File: src/rtl/tiaf_pkg.sv
// telnet iac filter ring writer: shared types and constants
// no dependencies; imported by every module of the block

package tiaf_pkg;

    localparam int unsigned RING_DEPTH = 4096;
    localparam int unsigned HEAD_W     = $clog2(RING_DEPTH);
    localparam int unsigned SIZE_W     = 13;
    localparam int unsigned CNT_W      = $clog2(HEAD_W + 1);

    localparam logic [SIZE_W-1:0] SIZE_MIN = SIZE_W'(2);
    localparam logic [SIZE_W-1:0] SIZE_MAX = SIZE_W'(RING_DEPTH);

    localparam logic [7:0] B_IAC  = 8'd255;
    localparam logic [7:0] B_WILL = 8'd251;
    localparam logic [7:0] B_DONT = 8'd254;
    localparam logic [7:0] B_SB   = 8'd250;
    localparam logic [7:0] B_SE   = 8'd240;
    localparam logic [7:0] B_LF   = 8'h0a;

    typedef enum logic [1:0] {
        OP_DATA       = 2'd0,
        OP_CONNECT    = 2'd1,
        OP_DISCONNECT = 2'd2,
        OP_NONE       = 2'd3
    } op_t;

    typedef enum logic [4:0] {
        P_DATA   = 5'b00001,
        P_CMD    = 5'b00010,
        P_OPT    = 5'b00100,
        P_SUB    = 5'b01000,
        P_SUBIAC = 5'b10000
    } parser_t;

    typedef struct packed {
        logic busy;
        logic done;
    } hm_status_t;

endpackage

File: src/rtl/tiaf_head_mod.sv
// telnet iac filter ring writer: restoring remainder unit, head modulo ring size
// depends on tiaf_pkg; one quotient bit per cycle

module tiaf_head_mod
    import tiaf_pkg::*;
(
    input  logic              aclk,
    input  logic              aresetn,
    input  logic              start,
    input  logic [HEAD_W-1:0] head,
    input  logic [SIZE_W-1:0] size,
    output hm_status_t        status,
    output logic [HEAD_W-1:0] rem
);

    logic              run_reg, run_next;
    logic              done_reg, done_next;
    logic [CNT_W-1:0]  cnt_reg, cnt_next;
    logic [HEAD_W-1:0] div_reg, div_next;
    logic [HEAD_W-1:0] rem_reg, rem_next;
    logic [SIZE_W-1:0] shifted;

    always_comb begin
        run_next  = run_reg;
        done_next = 1'b0;
        cnt_next  = cnt_reg;
        div_next  = div_reg;
        rem_next  = rem_reg;
        shifted   = {rem_reg, div_reg[HEAD_W-1]};
        if (start) begin
            run_next = 1'b1;
            cnt_next = CNT_W'(HEAD_W);
            div_next = head;
            rem_next = '0;
        end else if (run_reg) begin
            div_next = {div_reg[HEAD_W-2:0], 1'b0};
            if (shifted >= size) begin
                rem_next = HEAD_W'(shifted - size);
            end else begin
                rem_next = HEAD_W'(shifted);
            end
            cnt_next = cnt_reg - CNT_W'(1);
            if (cnt_reg == CNT_W'(1)) begin
                run_next  = 1'b0;
                done_next = 1'b1;
            end
        end
    end

    always_ff @(posedge aclk) begin
        if (!aresetn) begin
            run_reg  <= 1'b0;
            done_reg <= 1'b0;
            cnt_reg  <= '0;
        end else begin
            run_reg  <= run_next;
            done_reg <= done_next;
            cnt_reg  <= cnt_next;
        end
        div_reg <= div_next;
        rem_reg <= rem_next;
    end

    assign status.busy = run_reg | done_reg;
    assign status.done = done_reg;
    assign rem         = rem_reg;

endmodule

File: src/rtl/telnet_iac_filter_ring_writer.sv
// The result transaction is registered and appears in the cycle after its input transaction is accepted.
// Throughput: one transaction per cycle while the output is not stalled; after a
// ring_size write the input stalls while the head is reduced modulo the new size.
// Reset (aresetn low, synchronous): parser to normal data, head 0,
// not dropping, ring_size 4096, output empty.
// depends on tiaf_pkg and tiaf_head_mod

module telnet_iac_filter_ring_writer
    import tiaf_pkg::*;
(
    input  logic              aclk,
    input  logic              aresetn,
    input  logic              cfg_we,
    input  logic [SIZE_W-1:0] cfg_wdata,
    input  logic              s_tvalid,
    output logic              s_tready,
    input  logic [23:0]       s_tdata,   // rx_byte, chunk_start, consumer_tail, zero pad
    input  logic [1:0]        s_tuser,   // operation
    output logic              m_tvalid,
    input  logic              m_tready,
    output logic [31:0]       m_tdata,   // write_index, write_data, producer_head
    output logic [1:0]        m_tuser    // write_valid, ring_full_drop
);

    logic [SIZE_W-1:0] size_reg, size_next;
    logic [HEAD_W-1:0] head_reg, head_next;
    logic [HEAD_W-1:0] hmod_reg, hmod_next;
    parser_t           pstate_reg, pstate_next;
    logic              drop_reg, drop_next;
    logic              start_reg;
    logic              m_valid_reg;
    logic              wv_reg, wv_next;
    logic [HEAD_W-1:0] widx_reg, widx_next;
    logic [7:0]        wdata_reg, wdata_next;
    logic [HEAD_W-1:0] phead_reg;
    logic              fdrop_reg, fdrop_next;

    hm_status_t        hm_status;
    logic [HEAD_W-1:0] hm_rem;

    op_t               op;
    logic [7:0]        ch;
    logic              chunk;
    logic [HEAD_W-1:0] tail;
    logic              accept;
    logic [HEAD_W-1:0] h_inc;
    logic              full;
    logic              put_req;
    logic              put_setdrop;
    logic [7:0]        put_byte;
    logic              dropping;

    assign op    = op_t'(s_tuser);
    assign ch    = s_tdata[7:0];
    assign chunk = s_tdata[8];
    assign tail  = s_tdata[20:9];

    assign s_tready = !hm_status.busy && !start_reg && (!m_valid_reg || m_tready);
    assign accept   = s_tvalid && s_tready;

    tiaf_head_mod u_head_mod (
        .aclk    (aclk),
        .aresetn (aresetn),
        .start   (start_reg),
        .head    (head_reg),
        .size    (size_reg),
        .status  (hm_status),
        .rem     (hm_rem)
    );

    always_comb begin
        if (cfg_wdata < SIZE_MIN) begin
            size_next = SIZE_MIN;
        end else if (cfg_wdata > SIZE_MAX) begin
            size_next = SIZE_MAX;
        end else begin
            size_next = cfg_wdata;
        end
    end

    // ring slot arithmetic on the reduced head
    assign h_inc = ({1'b0, hmod_reg} + SIZE_W'(1) == size_reg) ? '0 : hmod_reg + HEAD_W'(1);
    assign full  = (h_inc == tail);

    always_comb begin
        pstate_next = pstate_reg;
        drop_next   = drop_reg;
        put_req     = 1'b0;
        put_setdrop = 1'b0;
        put_byte    = ch;
        fdrop_next  = 1'b0;
        dropping    = drop_reg && !chunk;
        case (op)
            OP_CONNECT: begin
                pstate_next = P_DATA;
                drop_next   = 1'b0;
                put_req     = 1'b1;
                put_byte    = B_LF;
            end
            OP_DISCONNECT: begin
                pstate_next = P_DATA;
                drop_next   = 1'b0;
            end
            OP_DATA: begin
                drop_next = dropping;
                if (dropping) begin
                    fdrop_next = 1'b1;
                end else begin
                    case (pstate_reg)
                        P_SUB: begin
                            if (ch == B_IAC) pstate_next = P_SUBIAC;
                        end
                        P_SUBIAC: begin
                            if (ch == B_SE) begin
                                pstate_next = P_DATA;
                            end else if (ch != B_IAC) begin
                                pstate_next = P_SUB;
                            end
                        end
                        P_CMD: begin
                            if (ch == B_IAC) begin
                                pstate_next = P_DATA;
                                put_req     = 1'b1;
                                put_setdrop = 1'b1;
                                put_byte    = B_IAC;
                            end else if (ch >= B_WILL && ch <= B_DONT) begin
                                pstate_next = P_OPT;
                            end else if (ch == B_SB) begin
                                pstate_next = P_SUB;
                            end else begin
                                pstate_next = P_DATA;
                            end
                        end
                        P_OPT: begin
                            pstate_next = P_DATA;
                        end
                        default: begin
                            if (ch == B_IAC) begin
                                pstate_next = P_CMD;
                            end else begin
                                pstate_next = P_DATA;
                                put_req     = 1'b1;
                                put_setdrop = 1'b1;
                            end
                        end
                    endcase
                end
            end
            default: begin
            end
        endcase

        head_next  = head_reg;
        hmod_next  = hmod_reg;
        wv_next    = 1'b0;
        widx_next  = '0;
        wdata_next = '0;
        if (put_req) begin
            if (full) begin
                head_next  = hmod_reg;
                fdrop_next = 1'b1;
                if (put_setdrop) drop_next = 1'b1;
            end else begin
                head_next  = h_inc;
                hmod_next  = h_inc;
                wv_next    = 1'b1;
                widx_next  = hmod_reg;
                wdata_next = put_byte;
            end
        end
    end

    always_ff @(posedge aclk) begin
        if (!aresetn) begin
            size_reg    <= SIZE_MAX;
            head_reg    <= '0;
            hmod_reg    <= '0;
            pstate_reg  <= P_DATA;
            drop_reg    <= 1'b0;
            start_reg   <= 1'b0;
            m_valid_reg <= 1'b0;
        end else begin
            start_reg <= cfg_we;
            if (cfg_we) size_reg <= size_next;
            if (hm_status.done) begin
                hmod_reg <= hm_rem;
            end else if (accept) begin
                hmod_reg <= hmod_next;
            end
            if (accept) begin
                head_reg   <= head_next;
                pstate_reg <= pstate_next;
                drop_reg   <= drop_next;
            end
            if (accept) begin
                m_valid_reg <= 1'b1;
            end else if (m_tready) begin
                m_valid_reg <= 1'b0;
            end
        end
        if (accept) begin
            wv_reg    <= wv_next;
            widx_reg  <= widx_next;
            wdata_reg <= wdata_next;
            phead_reg <= head_next;
            fdrop_reg <= fdrop_next;
        end
    end

    assign m_tvalid = m_valid_reg;
    assign m_tdata  = {phead_reg, wdata_reg, widx_reg};
    assign m_tuser  = {fdrop_reg, wv_reg};

endmodule

File: config.mk
export PLATFORM = sky130hd
export DESIGN_NAME = telnet_iac_filter_ring_writer
export DESIGN_NICKNAME = d
export VERILOG_FILES = /design/src/rtl/tiaf_pkg.sv /design/src/rtl/tiaf_head_mod.sv /design/src/rtl/telnet_iac_filter_ring_writer.sv
export SDC_FILE = /design/constraint.sdc
export NUM_CORES = 1
export LEC_CHECK = 0
export ABC_CLOCK_PERIOD_IN_PS = 3500
export BUFFER_PORTS_ARGS = -buffer_cell sky130_fd_sc_hd__buf_2
export CORE_MARGIN = 1
export CORE_UTILIZATION = 50
export CTS_CLUSTER_SIZE = 12
export DETAILED_ROUTE_END_ITERATION = 7
export PLACE_DENSITY = 0.7
export SYNTH_ARGS = -nofsm -noshare
export SYNTH_HDL_FRONTEND = slang
export SYNTH_SLANG_ARGS = --single-unit
File: constraint.sdc
create_clock -name aclk -period 3.5 [get_ports aclk]
set_clock_uncertainty 0.2 [all_clocks]
set_input_delay 0.35 -clock aclk [delete_from_list [all_inputs] [get_ports aclk]]
set_output_delay 0.35 -clock aclk [all_outputs]
set_load 0.005 [all_outputs]
## Yosys cells after proc, flatten, opt, wreduce, memory -nomap -nowiden

Cells that the tools add are included.

| storage, ports and cells | value |
|---|---|
| register bits | 109 |
| bits in read-only memories | 0 |
| bits in writable memories | 0 |
| latch bits | 0 |
| memories kept | 0 |
| word-level logic and storage cells | 118 |

| operators by class | value |
|---|---|
| eq/ne operators | 16 |
| add/sub/neg operators | 4 |
| mux-type cells | 48 |
| shift operators | 0 |
| $mul | 0 |
| order comparisons | 5 |
| bitwise logic cells | 4 |
| reductions and logical operators | 23 |
| div/mod/pow operators | 0 |

Operator list:

| cell | count |
|---|---|
| $mux 12 | 9 |
| $mux 13 | 2 |
| $eq 8x8->1 const B | 3 |
| $mux 8 | 3 |
| $mux 4 | 5 |
| $mux 5 | 4 |
| $pmux 5 s4 | 1 |
| $mux 1 | 18 |
| $pmux 8 s2 | 1 |
| $add 12x1->13 const B | 1 |
| $eq 13x13->1 | 1 |
| $ge 13x13->1 | 1 |
| $gt 13x13->1 const B | 1 |
| $lt 13x2->1 const B | 1 |
| $add 12x1->12 const B | 1 |
| $eq 12x12->1 | 1 |
| $sub 12x12->12 | 1 |
| $pmux 5 s2 | 1 |
| $reduce_bool 2->1 | 5 |
| $ge 8x8->1 const B | 1 |
| $le 8x8->1 const B | 1 |
| $ne 8x8->1 const B | 1 |
| $pmux 1 s2 | 3 |
| $reduce_or 2->1 | 3 |
| 21 further kinds | 31 |

## Logic depth before layout (Yosys ltp)

Gate-level depths: netlist of the first run.

| depth | value |
|---|---|
| depth in word-level cells | 8 |
| depth in mapped cells | 12 |
| mapped depth without buffers | 11 |

## Hierarchy

From an unflattened synthesis of the first run, not the netlist that was laid out.

| unflattened totals | value |
|---|---|
| cells, all modules | 718 |
| area, all modules | 6498.7 µm² |

By module, submodules not included:

| module | times used | cells each | area an instance (µm²) |
|---|---|---|---|
| telnet_iac_filter_ring_writer | 1 | 505 | 4555.6 |
| tiaf_head_mod | 1 | 213 | 1943.1 |

## Least setup slack after synthesis of the first run

OpenSTA, ideal clock, no wires.

| timing path | value |
|---|---|
| path type | register -> register |
| start point | reg hmod_reg[1] |
| end point | reg phead_reg[2], data pin |
| data required time | 3033 ps |
| cell stages (with the launch flop) | 13 |
| clock period less this slack | 3100 ps |
| slack | 400 ps |
| library setup time | 267 ps |
| arrival | 2633 ps |
| cell sequence | dfxtp_1 ha_1 buf_2 and3_1 buf_2 xnor2_1 nor4b_1 o21ai_0 nor4_2 mux2_4 buf_4 o211ai_1 o211ai_1 |

| between the ends | value |
|---|---|
| cells in the longest elaborated chain, start to end | 6 |
| elaborated cells between the ends (all ways) | 7 |

Ends and longest elaborated chain:

| item | line | source |
|---|---|---|
| from (decl) | telnet_iac_filter_ring_writer.sv:27 | `logic [HEAD_W-1:0] hmod_reg, hmod_next;` |
| from (signal assigned) | telnet_iac_filter_ring_writer.sv:186 | `hmod_reg <= hm_rem;` |
| from (signal assigned) | telnet_iac_filter_ring_writer.sv:188 | `hmod_reg <= hmod_next;` |
| $add 12x1->13 | telnet_iac_filter_ring_writer.sv:82 | `assign h_inc = ({1'b0, hmod_reg} + SIZE_W'(1) == size_reg) ? '0 : hmod_reg + HEAD_W'(1);` |
| $eq 13x13->1 | telnet_iac_filter_ring_writer.sv:82 |  |
| $mux 12 * | telnet_iac_filter_ring_writer.sv:82 |  |
| $eq 12x12->1 | telnet_iac_filter_ring_writer.sv:83 | `assign full = (h_inc == tail);` |
| $mux 12 * | n/a |  |
| $mux 12 * | telnet_iac_filter_ring_writer.sv:158 | `if (put_req) begin` |
| named net head_next[2] | telnet_iac_filter_ring_writer.sv:26 | `logic [HEAD_W-1:0] head_reg, head_next;` |
| to (signal assigned) | telnet_iac_filter_ring_writer.sv:205 | `phead_reg <= head_next;` |
| to (decl) | telnet_iac_filter_ring_writer.sv:35 | `logic [HEAD_W-1:0] phead_reg;` |

Mark *: on every way through the listed nets, which the timed path passes. The rest lies on a longest branch.
A chain may end at the register's enable or synchronous reset.

## Worst setup path after layout of the first run

| timing path | value |
|---|---|
| start point | reg hmod_reg[2] |
| end point | reg phead_reg[3], data pin |

Same word-level chain as after synthesis.

==> impl_metrics.env, run 1 <==
export IMPL_comb_power_share_pct=21.6
export IMPL_max_freq_mhz=302
export IMPL_clk_pin_slew_worst_paths_ns=0.08
export IMPL_slew_violations=0
export IMPL_grt_pass1_vias=5515
export IMPL_worstSetupEndpointType="flop"
export IMPL_fin_crit_sh_pct=94.6
export IMPL_gp_congestion=0.985
export IMPL_period_needed_ns=3.31
export IMPL_p_seq_share_pct=45.6
export IMPL_post_cts_buffers=0
export IMPL_r2r_slack_ns=0.19
export IMPL_coreArea_sq_um=12800
export IMPL_setup_viol=0
export IMPL_power_density_nw_per_um2=432
export IMPL_rows=41
export IMPL_syn_num_nets=783
export IMPL_antenna_found_initial=0
export IMPL_ios=80
export IMPL_layout_nets=857
export IMPL_post_cts_resized=0
export IMPL_fin_setup_tns_ns=0
export IMPL_critical_path_required_ns=3.41
export IMPL_place_hpwl_um=13500
export IMPL_outcome="completed"
export IMPL_p_leak_nw=2.84
export IMPL_r2r_start="hmod_reg[2]"
export IMPL_netlist_area_sq_um=6650
export IMPL_globalRoute_totalOverflow=0
export IMPL_cts_tree="done"
export IMPL_hold_viol=0
export IMPL_root_buffer="clkbuf_16"
export IMPL_grt_pass1_wl_um=28800
export IMPL_drive_gt1_share_pct=21.6
export IMPL_grt_max_degree=35
export IMPL_switchingPower_uw=983
export IMPL_critPathLaunchType="flop"
export IMPL_hold_class="in2reg"
export IMPL_whs_path_depth=2
export IMPL_cp_data_arrival_time_ns=3.22
export IMPL_avgSynthCellArea_sq_um=9.21
export IMPL_largest_reg_flops=13
export IMPL_r2r_cells=9
export IMPL_rsz0062_at_grt="false"
export IMPL_yosysSeqAreaShare_pct=39.7
export IMPL_placement_io_buffers=76
export IMPL_clkPwrFrac_pct=32.9
export IMPL_maxSlewHeadroom_pct=55.6
export IMPL_via_count=5870
export IMPL_use_met2_pct=41.6
export IMPL_htreeDepth=3
export IMPL_syn2layout_area_growth_pct=14.6
export IMPL_synth_edff_count=46
export IMPL_tightest_slew_ns=0.665
export IMPL_rr_endpoint="phead_reg[3]"
export IMPL_holdBufCountCts=0
export IMPL_start_util_pct=52.1
export IMPL_cts_made_buffers=9
export IMPL_synth_commonest_cells="nor2_1 (67), dfxtp_1 (63), edfxtp_1 (46)"
export IMPL_swShare_pct=29.9
export IMPL_use_met1_pct=36.4
export IMPL_dr_pass1_iters=5
export IMPL_numClockSinks=109
export IMPL_synth_most_common_cell="nor2_1"
export IMPL_antenna_left=0
export IMPL_yosysWarnings=0
export IMPL_fin_ws_ns=0.190
export IMPL_syn_inst=722
export IMPL_viasPerCell=6.03
export IMPL_n_antenna_cell=0
export IMPL_synth_area_leaders="edfxtp_1 (21%), dfxtp_1 (19%), xnor2_1 (4.3%)"
export IMPL_grtUsageTotal_pct=26.9
export IMPL_grt_busiest_layer="met2"
export IMPL_cp_startpoint="hmod_reg[2]"
export IMPL_dpl_cell_count=957
export IMPL_yosysTopAreaCell="edfxtp_1"
export IMPL_synth_top_flop_cell="dfxtp_1"
export IMPL_die_area_sq_um=13800
export IMPL_post_route_drc_count=0
export IMPL_cp_max_fo=21
export IMPL_clkLatencyLatePin_ns=0.36
export IMPL_die_width_um=117
export IMPL_vdd_drop_max_v=0.000252
export IMPL_die_y_um=117
export IMPL_cts_buffer_depth=2
export IMPL_worstHoldStart="cfg_wdata[10]"
export IMPL_synth_async_reset_ratio_pct=0
export IMPL_stdcell_count=973
export IMPL_gr_usage_met3_pct=3.16
export IMPL_critPathKind="reg2reg"
export IMPL_maxCapViolations=0
export IMPL_wl_per_cell_um=18.5
export IMPL_min_to="size_reg[10]"
export IMPL_fin_util_pct=59.7
export IMPL_pre_cts_slack_ns=0.0332
export IMPL_ys_types=75
export IMPL_drt_first_iter_violations=458
export IMPL_synth_seq_cells=109
export IMPL_synth_top_area_share_pct=20.8
export IMPL_drt_total_wl_um=18000
export IMPL_p_int_mw=2.31
[stage by stage]
step	cell area [sq um]	hold WS (ns)	total power [mW]
6_report	7620	0.0203	3.29
5_1_grt	7620	0.0216	3.45
4_1_cts	7610	0.0140	3.30
3_5_place_dp	7290	0.241	2.23
3_3_place_gp	7290	0.234	2.21
2_1_floorplan	6650	0.225	2.02
[routing by layer]
| layer | vias to the layer above | routed length, um |
|---|---|---|
| li1 | 2815 | - |
| met1 | 2755 | 7930 |
| met2 | 250 | 8040 |
| met3 | 50 | 1230 |
| met4 | 0 | 762 |
| met5 | - | 0 |
[power groups by stage]
stage | clock (mW) | sequential (mW) | combinational, mW
after floorplan | 0 | 1.50 | 0.518
after global placement | 0 | 1.52 | 0.689
after detailed placement | 0 | 1.53 | 0.701
after CTS | 1.09 | 1.50 | 0.706
after global routing | 1.14 | 1.51 | 0.798
final | 1.08 | 1.50 | 0.710
[final cells by class]
class / count / area (sq um)
Clock buffer: 9 / 225
Sequential cell: 109 / 2640
Inverter: 31 / 116
Timing Repair Buffer: 113 / 671
Clock inverter: 7 / 91.3
Fill cell: 1142 / 5150
Multi-Input combinational cell: 532 / 3660
Tap cell: 172 / 215
[how the worst max path moves through the flow]
stage,cells past startpoint,to
4_1_cts,9,widx_reg[0]
3_5_place_dp,9,widx_reg[0]
3_3_place_gp,8,phead_reg[4]
6_report,9,phead_reg[3]
2_1_floorplan,12,phead_reg[2]
5_1_grt,10,hmod_reg[1]
[critical path: stages (launching register included)]
cell	delay, ns
dfxtp_1	0.56
nand3_1	0.41
nor3_4	0.30
xnor2_1	0.17
o21ai_0	0.12
nor4_2	0.34
mux2_4	0.45
buf_4	0.20
o211ai_1	0.19
nand3_1	0.11
[layout by cell type, fill, tap and decap left out, drive strengths merged, types with 13 or more instances in the layout]
master,Yosys,layout
nor2,68,68
a211oi,15,15
ha,16,16
edfxtp,46,46
buf,28,113
nor3,36,36
inv,31,34
a21oi,28,28
and2,20,20
nand4,14,14
dfxtp,63,63
nand3,26,26
xnor2,34,34
nor4,14,14
mux2,13,13
nand2,41,41
o211ai,17,17
o21ai,42,42
[cell families (layout without fill, tap and decap cells)]
| family | Yosys count | after routing | synth area share, % |
|---|---|---|---|
| XOR/XNOR | 51 | 51 | 8.07 |
| AND/OR/NAND/NOR | 270 | 270 | 22.0 |
| multiplexers | 21 | 21 | 3.52 |
| buffers and inverters | 81 | 160 | 5.49 |
| flip-flops | 109 | 109 | 39.7 |
| adder cells (fa/ha/maj) | 17 | 17 | 3.31 |
| AO/OA/AOI/OAI | 173 | 173 | 17.9 |
(Power assumes the default switching activity.)
==> run 2: changes to the inputs <==
CORE_UTILIZATION = 48   (was 50)
PLACE_DENSITY = 0.68   (was 0.7)
==> impl_metrics.env, run 2 (synthesis gave the netlist of run 1 again) <==
export IMPL_multi_input_area_sq_um=3660
export IMPL_fin_crit_sh_pct=94.7
export IMPL_p_seq_share_pct=45.9
export IMPL_p_int_mw=2.29
export IMPL_worstSetupEndpointType="flop"
export IMPL_drt_first_iter_violations=509
export IMPL_rsz0062_at_grt="false"
export IMPL_via_count=5910
export IMPL_r2r_slack_ns=0.18
export IMPL_ios=80
export IMPL_switchingPower_uw=972
export IMPL_period_needed_ns=3.32
export IMPL_antenna_left=0
export IMPL_vdd_drop_max_v=0.000234
export IMPL_antenna_found_initial=0
export IMPL_viasPerCell=6.01
export IMPL_place_hpwl_um=13800
export IMPL_whs_path_depth=2
export IMPL_drt_total_wl_um=18100
export IMPL_wl_per_cell_um=18.4
export IMPL_comb_power_share_pct=22.8
export IMPL_fillers=1231
export IMPL_cp_max_fo=8
export IMPL_setup_viol=0
export IMPL_grt_pass1_vias=5609
export IMPL_rr_endpoint="phead_reg[7]"
export IMPL_mostFrequentLayoutCell="buf_2"
export IMPL_hold_slack_ns=0.0182
export IMPL_regArea_sq_um=2640
export IMPL_gp_congestion=0.992
export IMPL_die_width_um=120
export IMPL_worstPathCellList="and3_1 > buf_4 > and2_1 > xor2_1 > nand4_1 > a2111oi_4 > buf_4 > nor2_1 > nand3b_1 > o211ai_1"
export IMPL_critPathLaunchType="flop"
export IMPL_clkPwrFrac_pct=31.3
export IMPL_layout_nets=863
export IMPL_htreeDepth=3
export IMPL_min_to="size_reg[10]"
export IMPL_layout_common_cells="buf_2 (76), nor2_1 (65), dfxtp_1 (62)"
export IMPL_cpPeakStageDelay_ns=0.54
export IMPL_slew_violations=0
export IMPL_numClockSinks=109
export IMPL_outcome="completed"
export IMPL_tightest_slew_ns=0.608
export IMPL_globalRoute_totalOverflow=0
export IMPL_dr_pass1_iters=5
export IMPL_post_cts_buffers=0
export IMPL_maxSlewHeadroom_pct=59.3
export IMPL_cts_buffer_depth=2
export IMPL_start_util_pct=49.6
export IMPL_max_freq_mhz=302
export IMPL_maxCapViolations=0
export IMPL_die_area_sq_um=14300
export IMPL_swShare_pct=29.8
export IMPL_rows=42
export IMPL_placement_io_buffers=76
export IMPL_r2r_start="hmod_reg[3]"
export IMPL_post_cts_resized=0
export IMPL_coreArea_sq_um=13400
export IMPL_largest_reg_flops=13
export IMPL_clk_pin_slew_worst_paths_ns=0.07
export IMPL_power_density_nw_per_um2=426
export IMPL_root_buffer="clkbuf_16"
export IMPL_hold_viol=0
export IMPL_clkLatencyLatePin_ns=0.36
export IMPL_hold_class="in2reg"
export IMPL_path_common_cell="buf_4"
export IMPL_p_leak_nw=2.86
export IMPL_cp_data_arrival_time_ns=3.20
export IMPL_worstHoldStart="cfg_wdata[10]"
export IMPL_grt_max_degree=35
export IMPL_cts_tree="done"
export IMPL_syn2layout_area_growth_pct=14.8
export IMPL_post_route_drc_count=0
export IMPL_critPathKind="reg2reg"
export IMPL_critical_path_required_ns=3.38
export IMPL_drive_gt1_share_pct=21.9
export IMPL_r2r_cells=10
export IMPL_n_antenna_cell=0
export IMPL_grt_pass1_wl_um=29200
export IMPL_fin_util_pct=57.0
export IMPL_slowest_stage="dfxtp_1"
export IMPL_holdBufCountCts=0
export IMPL_grtUsageTotal_pct=26.5
export IMPL_cts_made_buffers=9
export IMPL_die_y_um=120
export IMPL_fin_setup_tns_ns=0
[run 2: worst max-delay path, delay by kind of cell, from the launching register on]
kind / cells / cell delay (ns)
buf+inv: 2 / 0.44
flops: 1 / 0.54
compound gates: 2 / 0.53
simple gates: 5 / 1.15
xor+xnor: 1 / 0.18
[run 2: area by class of cell]
class / count / area share, %
multi-input combinational: 532 / 47.9
clock inverter: 5 / 0.557
timing repair buffer: 119 / 9.20
sequential: 109 / 34.6
inverter: 31 / 1.52
tap: 176 / 2.88
clock buffer: 11 / 3.32
[run 2: power groups by stage]
stage,Clock [mW],Sequential [mW],Combinational [mW]
after global placement,0,1.52,0.708
after floorplan,0,1.50,0.518
after global routing,1.09,1.51,0.818
after detailed placement,0,1.52,0.732
final,1.02,1.50,0.742
after CTS,1.03,1.50,0.735
[run 2: worst max path at each step]
stage,from,endpoint
after global routing,hmod_reg[8],phead_reg[2]
after CTS,hmod_reg[0],widx_reg[0]
after floorplan,hmod_reg[1],phead_reg[2]
after detailed placement,hmod_reg[0],widx_reg[0]
after global placement,hmod_reg[2],phead_reg[10]
final,hmod_reg[3],phead_reg[7]
[run 2: layer usage]
layer	routed length (um)	vias up	global-route usage, %	part of all wire [%]
li1	-	2825	-	-
met1	8160	2803	35.9	45
met4	708	0	14.4	3.9
met3	1120	44	3.42	6.2
met2	8120	238	41.1	45
met5	0	-	0	0
[run 2: metrics by stage]
stage / worst slack [ns] / area (sq um) / power, mW / cells
4_1_cts: 0.119 / 7630 / 3.26 / 983
3_5_place_dp: 0.151 / 7330 / 2.26 / 967
2_1_floorplan: 0.400 / 6650 / 2.02 / 722
6_report: 0.184 / 7640 / 3.26 / 983
3_3_place_gp: 0.211 / 7330 / 2.23 / 967
5_1_grt: 0.0737 / 7640 / 3.42 / 983
